### src/design/q2e_pkg.sv
// Package for the quaternion to Euler angle unit: widths, gimbal codes and
// the CORDIC arctangent table. No dependencies.
package q2e_pkg;

  localparam int unsigned QW        = 16;
  localparam int unsigned AW        = 32;   // angle accumulator, 2^31 = pi
  localparam int unsigned VW        = 36;   // CORDIC vector width
  localparam int unsigned LimW      = 31;
  localparam int unsigned TabLen    = 24;
  localparam int unsigned CordicDef = 16;
  localparam logic [LimW-1:0] LimitReset = 31'd536869838;

  localparam logic [1:0] GimbalNone  = 2'd0;
  localparam logic [1:0] GimbalNorth = 2'd1;
  localparam logic [1:0] GimbalSouth = 2'd2;

  function automatic logic [AW-1:0] atan_entry(input int unsigned i);
    logic [AW-1:0] r;
    case (i)
      0: r = 32'd536870912;  1: r = 32'd316933406;  2: r = 32'd167458907;
      3: r = 32'd85004756;   4: r = 32'd42667331;   5: r = 32'd21354465;
      6: r = 32'd10679838;   7: r = 32'd5340245;    8: r = 32'd2670163;
      9: r = 32'd1335087;    10: r = 32'd667544;    11: r = 32'd333772;
      12: r = 32'd166886;    13: r = 32'd83443;     14: r = 32'd41722;
      15: r = 32'd20861;     16: r = 32'd10430;     17: r = 32'd5215;
      18: r = 32'd2608;      19: r = 32'd1304;      20: r = 32'd652;
      21: r = 32'd326;       22: r = 32'd163;       23: r = 32'd81;
      default: r = '0;
    endcase
    return r;
  endfunction

  function automatic logic [QW-1:0] round_angle(input logic [AW-1:0] a);
    logic [AW-1:0] s;
    s = a + 32'h0000_8000;
    return s[AW-1:AW-QW];
  endfunction

endpackage

### src/design/q2e_isqrt.sv
// Pipelined floor square root of a 64-bit value, one result bit per stage.
// Depends on q2e_pkg.
module q2e_isqrt import q2e_pkg::*; (
  input  logic        clk_i,
  input  logic        en_i,
  input  logic [63:0] v_i,
  output logic [31:0] r_o
);

  localparam int unsigned N = 32;

  logic [63:0] vq [N+1];
  logic [63:0] rq [N+1];

  always_comb begin
    vq[0] = v_i;
    rq[0] = '0;
  end

  for (genvar k = 0; k < N; k++) begin : g_bit
    localparam logic [63:0] Bit = 64'd1 << (62 - 2*k);
    always_ff @(posedge clk_i) begin
      if (en_i) begin
        if (vq[k] >= rq[k] + Bit) begin
          vq[k+1] <= vq[k] - (rq[k] + Bit);
          rq[k+1] <= (rq[k] >> 1) + Bit;
        end else begin
          vq[k+1] <= vq[k];
          rq[k+1] <= rq[k] >> 1;
        end
      end
    end
  end

  assign r_o = rq[N][31:0];

endmodule

### config.mk
export PLATFORM = sky130hd
export DESIGN_NAME = q2e_isqrt
export DESIGN_NICKNAME = d
export VERILOG_FILES = /design/src/design/q2e_pkg.sv /design/src/design/q2e_isqrt.sv
export SDC_FILE = /design/constraint.sdc
export NUM_CORES = 2
export LEC_CHECK = 0
export BUFFER_PORTS_ARGS = -buffer_cell sky130_fd_sc_hd__buf_2
export CAP_MARGIN = 20
export CORE_ASPECT_RATIO = 0.6
export CORE_UTILIZATION = 40
export CTS_CLUSTER_DIAMETER = 60
export DETAILED_ROUTE_END_ITERATION = 10
export PLACE_DENSITY = 0.58
export SETUP_SLACK_MARGIN = 0.02
export SLEW_MARGIN = 10
export SYNTH_ARGS = -nofsm -noshare
export SYNTH_HDL_FRONTEND = slang
export SYNTH_SLANG_ARGS = --single-unit
### constraint.sdc
create_clock -name clk_i -period 6.03 [get_ports clk_i]
set_input_delay 0.3015 -clock clk_i [delete_from_list [all_inputs] [get_ports clk_i]]
set_output_delay 0.3015 -clock clk_i [all_outputs]
set_load 0.01 [all_outputs]
Yosys cells after proc, flatten, opt, wreduce, memory -nomap -nowiden

Index checks and enable logic that the tools add are counted.

Mux-type cells: 63
$lt $le $gt $ge: 32
$add $sub $neg: 93

Operators by type and width:

| operator                                                          | count |
|---|---|
| 64-bit >= comparator                                              | 31 |
| 64-bit two-way mux                                                | 31 |
| 63-bit two-way mux                                                | 31 |
| 64-bit subtractor                                                 | 30 |
| 63-bit by 11-bit adder with 64-bit output (second input constant) | 1 |
| 63-bit by 13-bit adder with 64-bit output (second input constant) | 1 |
| 63-bit by 15-bit adder with 64-bit output (second input constant) | 1 |
| 63-bit by 17-bit adder with 64-bit output (second input constant) | 1 |
| 63-bit by 19-bit adder with 64-bit output (second input constant) | 1 |
| 63-bit by 21-bit adder with 64-bit output (second input constant) | 1 |
| 63-bit by 23-bit adder with 64-bit output (second input constant) | 1 |
| 63-bit by 25-bit adder with 64-bit output (second input constant) | 1 |
| 63-bit by 27-bit adder with 64-bit output (second input constant) | 1 |
| 63-bit by 29-bit adder with 64-bit output (second input constant) | 1 |
| 63-bit by 3-bit adder with 64-bit output (second input constant)  | 1 |
| 63-bit by 31-bit adder with 64-bit output (second input constant) | 1 |
| 63-bit by 33-bit adder with 64-bit output (second input constant) | 1 |
| 63-bit by 35-bit adder with 64-bit output (second input constant) | 1 |
| 63-bit by 37-bit adder with 64-bit output (second input constant) | 1 |
| 63-bit by 39-bit adder with 64-bit output (second input constant) | 1 |
| 63-bit by 41-bit adder with 64-bit output (second input constant) | 1 |
| 63-bit by 43-bit adder with 64-bit output (second input constant) | 1 |
| 63-bit by 45-bit adder with 64-bit output (second input constant) | 1 |
| 63-bit by 47-bit adder with 64-bit output (second input constant) | 1 |
| 45 further kinds                                                  | 45 |

Register bits after elaboration: 4000
Logic and storage cells: 281
Output and inout bits: 32

Longest topological paths before layout

Depth in word-level cells: 3
Depth in mapped cells: 15

Worst setup path before layout

OpenSTA, ideal clock, no wires.

Path type: flip-flop to flip-flop
From: reg vq[235] in the netlist's numbering
To: reg vq[173] in the netlist's numbering, data pin
Setup time: 0.266 ns
Stages on the path, launching flop included: 12
Arrival time: 3.396 ns
Slack: 2.369 ns
Path buffers: 1
Path through: edfxtp_1 -> or4_4 -> or4_4 -> or4_4 -> or4_4 -> nor3_1 -> and3_2 -> a21boi_4 -> a2111o_1 -> buf_6 -> nor3_1 -> xor2_1

Cells in the longest elaborated chain, start to end: 2

RTL lines:

| what                                                             | line                             | text |
|---|---|---|
| from (decl)                                                      | q2e_isqrt.sv:12                  | `logic [63:0] vq [N+1];` |
| from (signal, indexed assignment)                                | q2e_isqrt.sv:25                  | `vq[k+1] <= vq[k] - (rq[k] + Bit);` |
| from (signal, indexed assignment)                                | q2e_isqrt.sv:28                  | `vq[k+1] <= vq[k];` |
| 64-bit subtractor / 64-bit >= comparator (equally long branches) | q2e_isqrt.sv:25, q2e_isqrt.sv:24 |  |
| 64-bit two-way mux (*)                                           | q2e_isqrt.sv:24                  | `if (vq[k] >= rq[k] + Bit) begin` |

Every way passes the cells marked *; elsewhere a longest branch is shown, timed or not.
A chain may end at the register's enable or synchronous reset.

Worst setup path in the final report

From: reg vq[265] in the netlist's numbering
To: reg vq[255] in the netlist's numbering, data pin

The elaborated chain is that of the path after synthesis.

==> summary.md <==
| Metric | Value |
|---|---|
| Leading cell types by count after synthesis | edfxtp_1, inv_1, nor2_1 |
| Crit Path Class | reg2reg |
| Int Power | 35400 µW |
| Total number of vias | 79.0k |
| GP Congestion | 0.967 |
| Required time worst endpoint | 6670 ps |
| Switch Pwr | 15900 µW |
| Vias in the first global route | 72.6k |
| Die ar. | 304000 µm² |
| Synthesized net count | 10.2k |
| Reg-to-reg critical path startpoint | vq[265] |
| Die height | 427 µm |
| CORE AREA | 298000 µm² |
| CP Launch Type | register |
| Hold Fails Final Rpt | 0 |
| Final Skew | 85.1 ps |
| Post-route cell area | 135000 µm² |
| First-pass GRT wire length | 476000 µm |
| Fmax | 185 MHz |
| Clock power share | 30.1% |
| P&R area growth vs syn | 11.9% |
| Critical path launch point | vq[265] |
| Min-delay worst type | in2reg |
| First-pass iteration count of the detailed router | 8 |
| Core Rows | 155 |
| Initial core utilization | 40.4% |
| Min Tclk post-route | 5410 ps |
| Switching share of power | 31.0% |
| Avg Cell Area, Syn | 12.6 µm² |
| Seq pwr share | 47.2% |
| Synth unique cells | 96 |
| Placed cells | 13.5k |
| Initial antenna violation count | 16 |
| Seq/Total Area, Yosys | 62.6% |
| Most common cell in the netlist | edfxtp_1 |
| Remaining DRCs | 0 |
| Final instance count without filler cells | 14.1k |
| Max Cap Viol | 0 |
| Combinational power share | 22.7% |
| Synth Warn # | 0 |
| Post-synth ARST share | 0% |
| Worst hold path startpoint | v_i[21] |
| Run status | finished, final reports clean |
| I/O Pins | 98 |
| Via density per instance | 5.62 |
| Worst path arrival time | 6050 ps |
| Post-synth top flop | edfxtp_1 |
| All-Layer GR Usage | 20.8% |
| Synth area leaders | edfxtp_1, ha_1, xnor2_1 |
| Largest net degree at the start of global routing | 204 |
| DRT antenna net count | 0 |
| Total grt overflow | 0 |
| Hpwl dp | 245000 µm |
| Crit Path Max Fanout | 8 |
| CTS Buf Count | 245 |
| TritonCTS clock tree | yes |
| Fin crit share | 89.8% |
| Share of cells above drive strength 1 | 7.43% |
| Max Root-Sink Buffers | 4 |
| Fin nets | 10.5k |
| Clock transition at path regs | 70 ps |
| Placed cell area | 126000 µm² |
| DR iter-0 viols | 9443 |
| Max IR drop VDD | 0.000285 V |
| Mapped cell area | 121000 µm² |
| Worst skew pair latency | 940 ps |
| CP endpoint kind | register |
| Relative slew slack | 4.66% |
| Final Max Slew Viols | 0 |
| Leakage power figure | 0.0502 µW |
| Yosys top cell by area | edfxtp_1 |
| Post-synth EDFFs | 2512 |
| IO buf count | 97 |
| Mapped Cells | 9554 |
| Chip width | 711 µm |
| Total wire length | 324000 µm |
| Yosys top cell area share | 62.6% |
| H-tree depth | 4 |
| Filler Cells Inserted | 26.7k |
| Register bit total from synthesis | 2512 |
| Setup violators final | 0 |
| Final core utilization | 45.2% |
| Root Buffer | clkbuf_16 |
| Clock sinks | 2512 |
| DR WL/cell | 23.0 µm |
| Power Total | 51300 µW |
| Pwr Density | 380 nW/µm² |
| RSZ-0062 raised after global routing | no |
| Worst-Margin Slew | 1390 ps |
## through the flow
stage	hold WS, ps	setup slack [ps]	setup TNS, ps
floorplan	400	2370	0
global placement	430	-165	-389
detailed placement	432	828	0
CTS	0.719	817	0
global route	30.9	369	0
finish	70.1	617	0
## state kept, by name (all words and copies together), names as in the netlist
name / cells
r_o: 32
rq: 496
vq: 1984
## logic make-up (layout without fill, tap and decap cells)
family | Yosys count | in the layout | synth area share, %
AND/OR/NAND/NOR | 2807 | 2807 | 12.1
multiplexers | 103 | 103 | 0.947
other | 0 | 3 | 0
buffers and inverters | 927 | 1419 | 3.01
AO/OA/AOI/OAI | 1766 | 1766 | 9.11
flip-flops | 2512 | 2512 | 62.6
adder cells (fa/ha/maj) | 558 | 558 | 5.79
XOR/XNOR | 881 | 881 | 6.40
## per-layer routing
layer | GRT usage (%) | routed length (µm) | up-vias
met5 | 0 | 21 | -
met4 | 3.06 | 4080 | 4
met3 | 8.04 | 42800 | 326
met2 | 22.9 | 105000 | 3373
met1 | 36.2 | 172000 | 38846
li1 | - | - | 36409
## power by group through the flow
stage	logic, µW	clock network [µW]	registers (µW)
after global routing	12700	16400	24400
after floorplan	7970	0	23500
after detailed placement	11200	0	24500
final	11700	15400	24200
after CTS	11300	15800	24100
after global placement	11000	0	24400
## cells in the final DEF, fill, tap and decap left out, types with 147 or more instances in the layout
master	synthesis	final
nor3_1	268	264
nand3_1	147	147
clkbuf_16	0	247
ha_1	558	558
xor2_1	433	433
nor4_1	344	337
nor2_1	619	619
xnor2_1	448	448
nand2_1	586	586
a21oi_1	614	613
inv_1	704	704
o21ai_0	399	399
edfxtp_1	2512	2512
nand4_1	158	158
a21o_1	213	213
## critical path, stage by stage, from the launching register on
cell      delay (ps)
edfxtp_1         390
ha_1             430
nor4b_1          870
nand4_1          200
nor4_2           870
or4_1            300
a211oi_4          50
or4_1            580
nor4_2           570
nand3_1          430
nor4_1           340
xor2_1           130
## path summary, 6_finish.rpt
kind | to | slack (ps) | cells past startpoint
worst max-delay path | vq[255] | 620 | 11
worst max register to register | vq[255] | 620 | 11
worst min register to register | vq[979] | 410 | 0
worst min-delay path | vq[2005] | 70 | 2
## timing repair
action	CTS	global route
hold buffers	78	0
setup endpoints to repair	0	0
endpoints found under the hold margin	111	0
gates resized for setup	0	0
setup buffers	0	0
## final cells by class
| class | instances | area, µm² | share of cell area [%] |
|---|---|---|---|
| Inverter | 708 | 2660 | 1.97 |
| Antenna cell | 3 | 7.51 | 0.00557 |
| Clock inverter | 157 | 1560 | 1.16 |
| Timing Repair Buffer | 269 | 2230 | 1.65 |
| Clock buffer | 285 | 6320 | 4.69 |
| Multi-Input combinational cell | 6115 | 41600 | 30.8 |
| Tap cell | 4003 | 5010 | 3.72 |
| Sequential cell | 2512 | 75400 | 56.0 |
Power figures use the tool's default switching activity.
